## src/design/tfce_pkg.sv

```systemverilog
// shared types, constants and header tables of the command field extractor
// no dependencies
`default_nettype none

package tfce_pkg;

  localparam int unsigned BUFFER_DEPTH_DEF = 1024;
  localparam int unsigned SLOT_LENGTH_DEF  = 16;
  localparam int unsigned SLOT_COUNT       = 3;
  localparam logic [15:0] TIMEOUT_RESET    = 16'd20;

  localparam logic [7:0] CH_DOLLAR = 8'h24;
  localparam logic [7:0] CH_STAR   = 8'h2A;
  localparam logic [7:0] CH_COMMA  = 8'h2C;
  localparam int unsigned FORCED_POS = 12;

  localparam logic [1:0] CMD_DT      = 2'd0;
  localparam logic [1:0] CMD_CD      = 2'd1;
  localparam logic [1:0] CMD_PT      = 2'd2;
  localparam logic [1:0] OUT_SUMMARY = 2'd3;

  localparam logic OP_BYTE = 1'b0;
  localparam logic OP_TICK = 1'b1;

  localparam logic KIND_SLOT    = 1'b0;
  localparam logic KIND_SUMMARY = 1'b1;

  typedef struct packed {
    logic       op;
    logic [7:0] rx_byte;
  } tfce_in_t;

  typedef struct packed {
    logic       kind;
    logic [1:0] command;
    logic [3:0] position;
    logic [7:0] value;
    logic [2:0] found_mask;
    logic       last;
  } tfce_out_t;

  // controller to datapath
  typedef struct packed {
    logic wr_byte;
    logic tick;
    logic frame_init;
    logic pass_next;
    logic ev;
    logic oload;
    logic onext;
    logic clear;
  } tfce_cmd_t;

  // datapath to controller
  typedef struct packed {
    logic frame_hit;
    logic at_end;
    logic pass_stop;
    logic last_cmd;
    logic summary;
  } tfce_stat_t;

  localparam logic [7:0] HDR_TAB [4][16] = '{
    '{"$", "d", "m", "y", "h", "m", "s", 8'h00,
      8'h00, 8'h00, 8'h00, 8'h00, 8'h00, 8'h00, 8'h00, 8'h00},
    '{"$", "c", "u", "t", "d", "o", "w", "n",
      8'h00, 8'h00, 8'h00, 8'h00, 8'h00, 8'h00, 8'h00, 8'h00},
    '{"$", "p", "l", "a", "y", "t", "i", "m",
      "e", 8'h00, 8'h00, 8'h00, 8'h00, 8'h00, 8'h00, 8'h00},
    '{8'h00, 8'h00, 8'h00, 8'h00, 8'h00, 8'h00, 8'h00, 8'h00,
      8'h00, 8'h00, 8'h00, 8'h00, 8'h00, 8'h00, 8'h00, 8'h00}
  };

  function automatic logic [7:0] hdr_char(input logic [1:0] cmd, input logic [3:0] k);
    return HDR_TAB[cmd][k];
  endfunction

  function automatic logic [3:0] hdr_len(input logic [1:0] cmd);
    logic [3:0] len;
    unique case (cmd)
      CMD_DT:  len = 4'd7;
      CMD_CD:  len = 4'd8;
      CMD_PT:  len = 4'd9;
      default: len = 4'd0;
    endcase
    return len;
  endfunction

endpackage

`default_nettype wire

```

## src/design/tfce_ctrl.sv

```systemverilog
// controller state machine: receive, scan passes, result delivery
// depends on tfce_pkg
`default_nettype none

module tfce_ctrl (
  input  wire logic                 clk_i,
  input  wire logic                 rst_ni,
  input  wire logic                 in_valid_i,
  input  wire logic                 in_op_i,
  output logic                      in_stall_o,
  output logic                      out_valid_o,
  input  wire logic                 out_stall_i,
  input  wire tfce_pkg::tfce_stat_t stat_i,
  output tfce_pkg::tfce_cmd_t       cmd_o
);

  localparam logic [2:0] S_IDLE  = 3'd0;
  localparam logic [2:0] S_RD    = 3'd1;
  localparam logic [2:0] S_EV    = 3'd2;
  localparam logic [2:0] S_NEXT  = 3'd3;
  localparam logic [2:0] S_ORD   = 3'd4;
  localparam logic [2:0] S_OLD   = 3'd5;
  localparam logic [2:0] S_OWAIT = 3'd6;

  logic [2:0] state_q, state_d;
  logic       in_xfer;

  assign in_stall_o  = (state_q != S_IDLE);
  assign out_valid_o = (state_q == S_OWAIT);
  assign in_xfer     = in_valid_i && !in_stall_o;

  always_comb begin
    state_d = state_q;
    cmd_o   = '0;
    unique case (state_q)
      S_IDLE: begin
        if (in_xfer) begin
          if (in_op_i == tfce_pkg::OP_BYTE) begin
            cmd_o.wr_byte = 1'b1;
          end else begin
            cmd_o.tick = 1'b1;
            if (stat_i.frame_hit) begin
              cmd_o.frame_init = 1'b1;
              state_d = S_RD;
            end
          end
        end
      end
      S_RD: begin
        state_d = stat_i.at_end ? S_NEXT : S_EV;
      end
      S_EV: begin
        cmd_o.ev = 1'b1;
        state_d = stat_i.pass_stop ? S_NEXT : S_RD;
      end
      S_NEXT: begin
        if (stat_i.last_cmd) begin
          state_d = S_ORD;
        end else begin
          cmd_o.pass_next = 1'b1;
          state_d = S_RD;
        end
      end
      S_ORD: begin
        state_d = S_OLD;
      end
      S_OLD: begin
        cmd_o.oload = 1'b1;
        state_d = S_OWAIT;
      end
      S_OWAIT: begin
        if (!out_stall_i) begin
          if (stat_i.summary) begin
            cmd_o.clear = 1'b1;
            state_d = S_IDLE;
          end else begin
            cmd_o.onext = 1'b1;
            state_d = S_ORD;
          end
        end
      end
      default: begin
        state_d = S_IDLE;
      end
    endcase
  end

  always_ff @(posedge clk_i or negedge rst_ni) begin
    if (!rst_ni) begin
      state_q <= S_IDLE;
    end else begin
      state_q <= state_d;
    end
  end

endmodule

`default_nettype wire

```

## config.mk

```make
export PLATFORM = sky130hd
export DESIGN_NAME = tfce_ctrl
export DESIGN_NICKNAME = d
export VERILOG_FILES = /design/src/design/tfce_pkg.sv /design/src/design/tfce_ctrl.sv
export SDC_FILE = /design/constraint.sdc
export NUM_CORES = 1
export LEC_CHECK = 0
export BUFFER_PORTS_ARGS = -buffer_cell sky130_fd_sc_hd__buf_2
export CAP_MARGIN = 10
export CORE_AREA = 2 2 39 41
export CTS_BUF_LIST = sky130_fd_sc_hd__clkbuf_16
export DETAILED_ROUTE_END_ITERATION = 8
export DIE_AREA = 0 0 41 43
export HOLD_SLACK_MARGIN = 0.03
export PLACE_DENSITY_LB_ADDON = 0.3
export SLEW_MARGIN = 20
export SYNTH_ARGS = -nofsm -noshare
export SYNTH_HDL_FRONTEND = slang
export SYNTH_SLANG_ARGS = --single-unit
```

## constraint.sdc

```tcl
create_clock -name clk_i -period 1.2 [get_ports clk_i]
set_input_delay 0.18 -clock clk_i [delete_from_list [all_inputs] [get_ports clk_i]]
set_output_delay 0.18 -clock clk_i [all_outputs]
set_load 0.01 [all_outputs]
```

Word level (Yosys, flattened, before mapping)
Cells that the tools add are included.
Operators by class
  equality and inequality tests: 10
  reductions and logical operators: 5
  mux-type cells: 22
Operator list (count)
  $mux 3: 8
  $pmux 3 s7: 1
  $eq 3x3->1 const B: 3
  $mux 1: 9
  $mux 2: 4
  $ne 2x2->1 const B: 4
  $eq 3x2->1 const B: 2
  $reduce_and 4->1: 1
  $eq 3x1->1 const B: 1
  $logic_not 3->1: 1
  $reduce_bool 3->1: 1
  $logic_and 1x1->1: 1
  $logic_not 1->1: 1
Storage, ports and cells
  flip-flop bits (word level): 3
  word-level logic and storage cells: 38
  input bits: 10

Logic depth before layout (Yosys ltp)
Gate-level depths: netlist of the first run.
  depth after elaboration: 5
  mapped depth: 4
  gate-level depth less buffers: 4

Worst setup path after synthesis of the first run
Ideal clock, no wire load.
  path kind: register to output
  start: reg state_q[0]
  end: out cmd_o[0] (netlist bit)
  cell stages (with the launch flop): 4
  buffers on the path: 0
  path slack: -113 ps
  required time: 1020 ps
  data arrival time: 1133 ps
  cell sequence: dfrtp_1 > nand2b_1 > or2_4 > nor3b_1
RTL lines
  start: declaration: line tfce_ctrl.sv:25  | logic [2:0] state_q, state_d;
  start signal: assignment: line tfce_ctrl.sv:92  | state_q <= state_d;
  end: declaration: line tfce_ctrl.sv:14  | output tfce_pkg::tfce_cmd_t cmd_o

==> flow_metrics.tcl, run 1 <==
set metrics [dict create \
    status "finished with violations" \
    violations "negative setup slack" \
    worstReg2RegStart "state_q[1]$_DFFE_PN0P_" \
    slew_violations 0 \
    p_switching_uw 461 \
    fin_ws_ps -264 \
    hold_path.class "in -> reg" \
    groute.usage.overall_pct 11.9 \
    io_pins 20 \
    vias 341 \
    leakagePower_nw 0.305 \
    dieArea_sq_um 1760 \
    cp_slowest_cell "dfrtp_1" \
    grt_pass1_vias 351 \
    synth-seq-area-share_pct 29.4 \
    clk-insertion-delay-late_ps 220 \
    num_rows 14 \
    path_depth 4 \
    slowest_delay_ps 380 \
    n_antenna_cell 0 \
    ir_drop_mv 0.893 \
    reg2reg_setup_slack_ps -140 \
    drive_gt1_share_pct 71.4 \
    period_minus_slack_ps 1460 \
    synth_cells 30 \
    ant_nets 0 \
    root_buffer "clkbuf_16" \
    cts_buffers 3 \
    start_util_pct 18.4 \
    areaGrowthSynthToFinish_pct 123 \
    p_comb_share_pct 48.6 \
    drv_cap 0 \
    switching_share_pct 31.1 \
    finalHoldViolCount 0 \
    powerDensity_nw_per_um2 2610 \
    finalHoldWorstSlack_ps 217 \
    worstReg2RegEnd "state_q[0]$_DFFE_PN0P_" \
    overflow 0 \
    largest_reg_flops 3 \
    dpl-instance-area_sq_um 423 \
    vias_per_cell 4.32 \
    finalClockSkew_ps 1.16 \
    tns_ps -1990 \
    cts_tree "done" \
    total_power_mw 1.48 \
    drc 0 \
    netlist_area_sq_um 255 \
    worstMarginPinSlew_ps 191 \
    worstPathRequired_ps 1020 \
    start_kind "register" \
    post-place-ws_ps -99.0 \
    reg.largest.list "state_q (3)" \
    grt_max_degree 8 \
    die_w_um 41 \
    cp_cell_sequence "nand2b_4 > or2_4 > nor3b_2 > buf_2" \
    h-tree-depth 1 \
    top_register "state_q" \
    hpwl_um 594 \
    core_area_sq_um 1380 \
    clockBufferDepth 2 \
    drt_iter0_drc 4 \
    grt_pass1_wl_um 1360 \
    min_period_over_period_pct 122 \
    yosys_warnings 0 \
    synth-seq-cells 3 \
    path_class "reg -> out" \
    end_kind "output pin" \
    cp-endpoint "cmd_o[0]" \
    wire_per_inst_um 9.97 \
    fp.dieH_um 43 \
    cts.sinks 3 \
    drt-total-wl_um 788 \
    avgSynthCellArea_sq_um 8.51 \
    power.share.clock_pct 35.3 \
    yosysUniqueCellTypes 22 \
    stdcell_area_sq_um 568 \
    finalSetupViolCount 11 \
    synth_nets 40 \
    clock.fmax_mhz 683 \
    critPathLaunch "state_q[0]$_DFFE_PN0P_" \
    nNetsFinal 74 \
    worst-endpoint-arrival_ps 1280 \
    critPathTopFamily "simple AND/OR/NAND/NOR gates" \
    cp_max_fo 3 \
    worst-r2r-cell-count 6 \
    power.share.sequential_pct 16.1 \
    grt_antenna_before_repair 0 \
    cp_num_buf_inv 1 \
    clkTransAtPathRegs_ps 30 \
    max-slew-margin-rel_pct 87.2 \
    rsz0062_at_grt "true" \
    portBuffers 19 \
    p_int_mw 1.02 \
    gp_congestion 0.666 \
    drt_pass1_iterations 2 \
]
==> layout make-up <==
cell class / instances / area [sq um]
clock buffer: 3 / 75.1
clock inverter: 1 / 3.75
fill: 146 / 816
inverter: 3 / 11.3
multi-input combinational: 24 / 198
sequential: 3 / 77.6
tap: 16 / 20.0
timing repair buffer: 29 / 183
==> power by group through the flow <==
stage	clock network, mW	logic (mW)	registers, mW
6_report	0.523	0.721	0.239
5_1_grt	0.544	0.798	0.251
4_1_cts	0.529	0.697	0.242
3_5_place_dp	0	0.586	0.217
3_3_place_gp	0	0.577	0.217
2_1_floorplan	0	0.317	0.224
==> layout by cell type, fill, tap and decap left out, types with 2 or more instances in the layout <==
cell type	n
buf_2	18
buf_4	8
nor2_1	3
clkbuf_16	3
nor2b_1	2
inv_2	2
inv_1	2
o21ai_0	2
buf_6	2
dfrtp_2	2
==> worst register-to-register path, delay by kind of cell, from the launching register on <==
family,cells,cell delay [ps]
buf+inv,3,310
compound gates,3,500
flops,1,430
==> worst min path at each step <==
stage                            from                     end  slack [ps]  cells past startpoint
after global routing      out_stall_i  state_q[0]$_DFFE_PN0P_         230                      2
after global placement         rst_ni  state_q[1]$_DFFE_PN0P_         -20                      1
after CTS                 out_stall_i  state_q[0]$_DFFE_PN0P_         220                      2
final                     out_stall_i  state_q[0]$_DFFE_PN0P_         220                      2
after detailed placement       rst_ni  state_q[0]$_DFFE_PN0P_         -20                      1
after floorplan                rst_ni  state_q[0]$_DFFE_PN0P_        -120                      0
==> synth_stat cells <==
cell type  number  share of area, %
dfrtp_1         3                29
nor2_1          3               4.4
inv_2           2               2.9
nor2b_1         2               4.9
nor3_1          2               3.9
o21ai_0         2               3.9
a21o_2          1               3.4
a221oi_2        1               5.9
a22o_2          1               3.9
a32o_1          1               3.9
and2b_2         1               3.4
and3_1          1               2.5
and3b_2         1               3.9
inv_1           1               1.5
mux2i_1         1               3.9
nand2_1         1               1.5
nand2b_1        1               2.5
nand3_1         1               2.0
nor3b_1         1               2.9
o21bai_1        1               2.9
or2_4           1               3.4
or2b_1          1               2.9
==> per-layer routing <==
metal / wire length [um] / track usage (%) / share of wire [%] / vias up
li1: - / - / - / 174
met1: 323 / 13.3 / 41 / 159
met2: 413 / 17.5 / 52 / 6
met3: 31 / 3.14 / 3.9 / 2
met4: 19 / 10.0 / 2.4 / 0
met5: 0 / 0 / 0 / -
==> per-stage QoR <==
| stage | instances | utilization (%) |
|---|---|---|
| 2_1_floorplan | 30 | - |
| 3_3_place_gp | 70 | 30.6 |
| 3_5_place_dp | 70 | 30.6 |
| 4_1_cts | 78 | 40.2 |
| 5_1_grt | 79 | 41.0 |
| 6_report | 79 | 41.0 |
==> timing repair <==
item | in CTS | in global routing
buffers inserted | 3 | 1
gates resized for setup | 5 | 1
endpoints found under the setup margin | 11 | 11
hold buffers | 1 | 0
hold endpoints to repair | 3 | 0
pin swaps | 2 | 1
==> cells by family (layout without fill, tap and decap cells) <==
family                 count (synthesis)  in the layout  synth area share (%)
and+or+nand+nor                       16             16                  38.2
DFF                                    3              3                  29.4
muxes                                  1              1                  3.92
buffers and inverters                  3             36                  4.41
AOI/OAI and AO/OA                      7              7                  24.0
(Power assumes the default switching activity.)
==> run 2: changes to the inputs <==
==> constraint.sdc (replaced) <==
create_clock -name clk_i -period 1.2 [get_ports clk_i]
set_input_delay 0.18 -clock clk_i [delete_from_list [all_inputs] [get_ports clk_i]]
set_output_delay 0.18 -clock clk_i [all_outputs]
set_load 0.005 [all_outputs]
==> run 2 against run 1 <==
The run still ends with negative setup slack left. Flip-flop and latch count stayed put. Hold slack gained 4.4 ps. Wire length is 4.4% lower. Cell area decreased by 0.44%. Highest routed layer is now met3. Clock power decreased by 2%. Core utilization fell by 0.18 points. Combinational power is 10% lower. Global-route usage is 2.9 points lower. Fmax increased by 0.60%. Die area unchanged.
==> flow_metrics.tcl, run 2 (synthesized netlist as in run 1, its figures left out) <==
set metrics [dict create \
    status "finished with violations" \
    violations "negative setup slack" \
    num_rows 14 \
    io_pins 20 \
    reg2reg_setup_slack_ps -150 \
    grt_max_degree 8 \
    core_area_sq_um 1380 \
    period_minus_slack_ps 1460 \
    drt-total-wl_um 753 \
    finalHoldViolCount 0 \
    leakagePower_nw 0.297 \
    vias_per_cell 4.21 \
    groute.usage.overall_pct 8.96 \
    regArea_sq_um 77.6 \
    h-tree-depth 1 \
    cts_tree "done" \
    min_period_over_period_pct 121 \
    worstMarginPinSlew_ps 210 \
    multi_input_area_sq_um 196 \
    dpl-instance-area_sq_um 398 \
    clockBufferDepth 2 \
    fill_cells 146 \
    wire_per_inst_um 9.65 \
    drt_iter0_drc 1 \
    ant_nets 0 \
    slew_violations 0 \
    fin_ws_ps -255 \
    path_class "reg -> out" \
    ir_drop_mv 1.27 \
    cts.sinks 3 \
    layout_commonest_cell "buf_2" \
    fin_util_pct 40.9 \
    largest_reg_flops 3 \
    nNetsFinal 73 \
    vias 328 \
    gp_congestion 0.703 \
    cp_max_fo 3 \
    finalSetupViolCount 11 \
    end_kind "output pin" \
    areaGrowthSynthToFinish_pct 122 \
    clk-insertion-delay-late_ps 220 \
    start_kind "register" \
    clkTransAtPathRegs_ps 30 \
    grt_pass1_wl_um 1070 \
    start_util_pct 18.4 \
    root_buffer "clkbuf_16" \
    stdcell_area_sq_um 566 \
    fp.dieH_um 43 \
    finalClockSkew_ps 1.71 \
    max-slew-margin-rel_pct 85.8 \
    overflow 0 \
    hpwl_um 523 \
    die_w_um 41 \
    mostFrequentLayoutCells "buf_2, buf_4" \
    clock.fmax_mhz 687 \
    drive_gt1_share_pct 74.2 \
    n_antenna_cell 0 \
    worstPathRequired_ps 1020 \
    portBuffers 19 \
    grt_pass1_vias 282 \
    drt_pass1_iterations 4 \
    hold_path.class "in -> reg" \
    powerDensity_nw_per_um2 2470 \
    rsz0062_at_grt "true" \
    reg.largest.list "state_q (3)" \
    drv_cap 0 \
    top_register "state_q" \
    worst-endpoint-arrival_ps 1280 \
    grt_antenna_before_repair 0 \
    cts_buffers 3 \
    dieArea_sq_um 1760 \
    drc 0 \
]
[run 2: final timing paths]
| kind | from | end | cells past startpoint |
|---|---|---|---|
| min reg2reg | state_q[2]$_DFFE_PN0P_ | state_q[2]$_DFFE_PN0P_ | 1 |
| max reg2reg | state_q[1]$_DFFE_PN0P_ | state_q[0]$_DFFE_PN0P_ | 7 |
| max in group asynchronous | rst_ni | state_q[2]$_DFFE_PN0P_ | 2 |
| max | state_q[0]$_DFFE_PN0P_ | out_valid_o | 5 |
| min in group asynchronous | rst_ni | state_q[0]$_DFFE_PN0P_ | 2 |
| min | out_stall_i | state_q[0]$_DFFE_PN0P_ | 2 |
[run 2: area by class of cell]
type / instances / area share [%]
inverters: 3 / 1.99
clock buffers: 3 / 13.3
multi-input cells: 24 / 34.7
well taps: 16 / 3.54
repair buffers: 28 / 32.1
clock inverters: 1 / 0.664
flip-flops and latches: 3 / 13.7
[run 2: worst max-delay path, cell delays in order (launching register included)]
cell	delay, ps
dfrtp_1	390
nand2b_4	150
or2_4	240
buf_4	140
inv_2	50
buf_6	80
[run 2: per-stage QoR]
step                std cells  setup slack, ps  TNS [ps]  hold WS, ps  power (mW)
floorplan                  30             14.3         0         -116       0.499
global placement           68            -15.4     -29.6        -21.3       0.713
detailed placement         68            -19.2     -37.9        -21.5       0.714
CTS                        76             -250     -1880          220        1.37
global route               78             -306     -2730          239        1.50
finish                     78             -255     -2040          222        1.40
[run 2: power by group]
group          internal, mW  switching, mW
combinational         0.402          0.243
sequential            0.157         0.0810
clock                 0.429         0.0853
[run 2: layer usage]
metal,GRT usage [%],share of wire [%],up-vias
met5,0,0,-
met4,4.00,0,0
met3,2.62,7.4,0
met2,13.8,52,12
met1,11.0,41,147
li1,-,-,169
[run 2: what timing repair did]
action / 4_1_cts / 5_1_grt
gates resized for setup: 7 / 3
pin swaps: 2 / 3
hold endpoints to repair: 3 / 0
hold buffers: 1 / 0
endpoints found under the setup margin: 11 / 11
buffers inserted: 3 / 2
==> run 3: changes to the inputs <==
==> constraint.sdc (replaced) <==
create_clock -name clk_i -period 1.3 [get_ports clk_i]
set_input_delay 0.195 -clock clk_i [delete_from_list [all_inputs] [get_ports clk_i]]
set_output_delay 0.195 -clock clk_i [all_outputs]
set_load 0.005 [all_outputs]
==> run 3 against run 2 <==
The run still ends with negative setup slack left. Wire length fell by 0.53%. Non-clock buffer count rose by 2. Count of clock-buffer cells in the layout did not move. Flip-flop and latch count did not move. Global-route usage rose by 0.50 points. Combinational power rose by 8.2%. Hold slack improved by 4.6 ps. Via count rose by 3.4%. Power fell by 0.61%. Sequential power fell by 11%. Sequential share of layout area fell by 0.72 points. Cell area rose by 5.5%.
==> flow_metrics.tcl, run 3 (synthesized netlist as in run 1, its figures left out) <==
set metrics [dict create \
    drt_pass1_iterations 2 \
    leakagePower_nw 0.314 \
    drive_gt1_share_pct 78.1 \
    powerDensity_nw_per_um2 2330 \
    finalHoldWorstSlack_ps 226 \
    largest_reg_flops 3 \
    grt_pass1_vias 291 \
    cp_cell_sequence "nand2b_4 > or2_4 > buf_4 > inv_2 > buf_6" \
    clk-insertion-delay-late_ps 220 \
    die_w_um 41 \
    ir_drop_mv 1.39 \
    clock.fmax_mhz 675 \
    hold_path.class "in -> reg" \
    io_pins 20 \
    period_minus_slack_ps 1480 \
    worst-endpoint-arrival_ps 1290 \
    start_kind "register" \
    clockBufferDepth 2 \
    fin_util_pct 43.1 \
    post-place-ws_ps 38.5 \
    drt-total-wl_um 749 \
    fill_cells 134 \
    fp.dieH_um 43 \
    slew_violations 0 \
    top_register "state_q" \
    hpwl_um 505 \
    start_util_pct 18.4 \
    worstPathRequired_ps 1110 \
    wire_per_inst_um 9.36 \
    cp_slowest_cell "dfrtp_1" \
    fin_ws_ps -182 \
    reg.largest.list "state_q (3)" \
    path_class "reg -> out" \
    clkTransAtPathRegs_ps 30 \
    critPathTopFamily "flip-flops" \
    cp_max_fo 3 \
    worstMarginPinSlew_ps 194 \
    finalSetupViolCount 10 \
    multi_input_area_sq_um 206 \
    slowest_delay_ps 390 \
    overflow 0 \
    groute.usage.overall_pct 9.47 \
    cts.sinks 3 \
    dieArea_sq_um 1760 \
    max-slew-margin-rel_pct 86.9 \
    status "finished with violations" \
    end_kind "output pin" \
    rsz0062_at_grt "true" \
    layout_commonest_cell "buf_2" \
    ant_nets 0 \
    cp_num_buf_inv 3 \
    cts_tree "done" \
    tns_ps -1090 \
    grt_max_degree 8 \
    n_antenna_cell 0 \
    num_rows 14 \
    cts_buffers 3 \
    grt_pass1_wl_um 1100 \
    drc 0 \
    grt_antenna_before_repair 0 \
    vias_per_cell 4.24 \
    drv_cap 0 \
    finalClockSkew_ps 4.91 \
    drt_iter0_drc 1 \
    dp.cells 68 \
    violations "negative setup slack" \
    root_buffer "clkbuf_16" \
    portBuffers 19 \
    mostFrequentLayoutCells "buf_2, buf_4, buf_6" \
    h-tree-depth 1 \
    regArea_sq_um 77.6 \
    vias 339 \
    instances_no_fill 80 \
    gp_congestion 0.688 \
    min_period_over_period_pct 114 \
    nNetsFinal 75 \
    reg2reg_setup_slack_ps 40 \
    core_area_sq_um 1380 \
    finalHoldViolCount 0 \
    areaGrowthSynthToFinish_pct 134 \
]
## run 3: cell types whose count changed in the layout (fill, tap and decap cells not counted)
cell | previous run | this run
buf_4 | 7 | 9
buf_2 | 17 | 16
buf_6 | 3 | 4
nor2_1 | 3 | 2
nor2_2 | 0 | 1
nor2b_1 | 2 | 1
nor2b_4 | 0 | 1
## run 3: area by class of cell
type	count	area share (%)
Timing Repair Buffer	30	34.0
Tap cell	16	3.35
Clock buffer	3	12.6
Clock inverter	1	0.629
Inverter	3	1.89
Sequential cell	3	13.0
Multi-Input combinational cell	24	34.6
## run 3: metal layers
layer / track usage, % / part of all wire, %
met5: 0 / 0
met4: 8.00 / 0
met1: 10.7 / 41
met2: 14.4 / 56
met3: 1.57 / 2.3
## run 3: what timing repair did
action	4_1_cts	5_1_grt
resized for setup	8	7
pin swaps	0	4
hold buffers	1	0
setup buffers	3	4
gates cloned	0	0
endpoints found under the setup margin	10	10
endpoints found under the hold margin	3	0
## run 3: report_power, final
part / switching [mW] / total, mW / internal, mW
Sequential: 0.0668 / 0.212 / 0.145
Clock: 0.0828 / 0.479 / 0.397
Combinational: 0.252 / 0.699 / 0.447
Total: 0.401 / 1.39 / 0.989
## run 3: path summary, 6_finish.rpt
kind	from	to	depth (start not counted)
min in group asynchronous	rst_ni	state_q[0]$_DFFE_PN0P_	2
hold reg to reg	state_q[1]$_DFFE_PN0P_	state_q[0]$_DFFE_PN0P_	2
max in group asynchronous	rst_ni	state_q[2]$_DFFE_PN0P_	2
setup reg to reg	state_q[1]$_DFFE_PN0P_	state_q[2]$_DFFE_PN0P_	5
setup / recovery	state_q[0]$_DFFE_PN0P_	out_valid_o	5
hold / removal	out_stall_i	state_q[0]$_DFFE_PN0P_	2
## run 3: metrics by stage
| stage | total power [mW] | instance area, sq um |
|---|---|---|
| 4_1_cts | 1.27 | 536 |
| 2_1_floorplan | 0.459 | 255 |
| 6_report | 1.39 | 597 |
| 3_3_place_gp | 0.653 | 393 |
| 5_1_grt | 1.48 | 597 |
| 3_5_place_dp | 0.657 | 393 |
## run 3: worst reg2reg max path, delay by kind of cell, from the launching register on
family	cells	cell delay, ps
flops	1	440
buf+inv	3	380
compound gates	1	220
simple gates	1	120
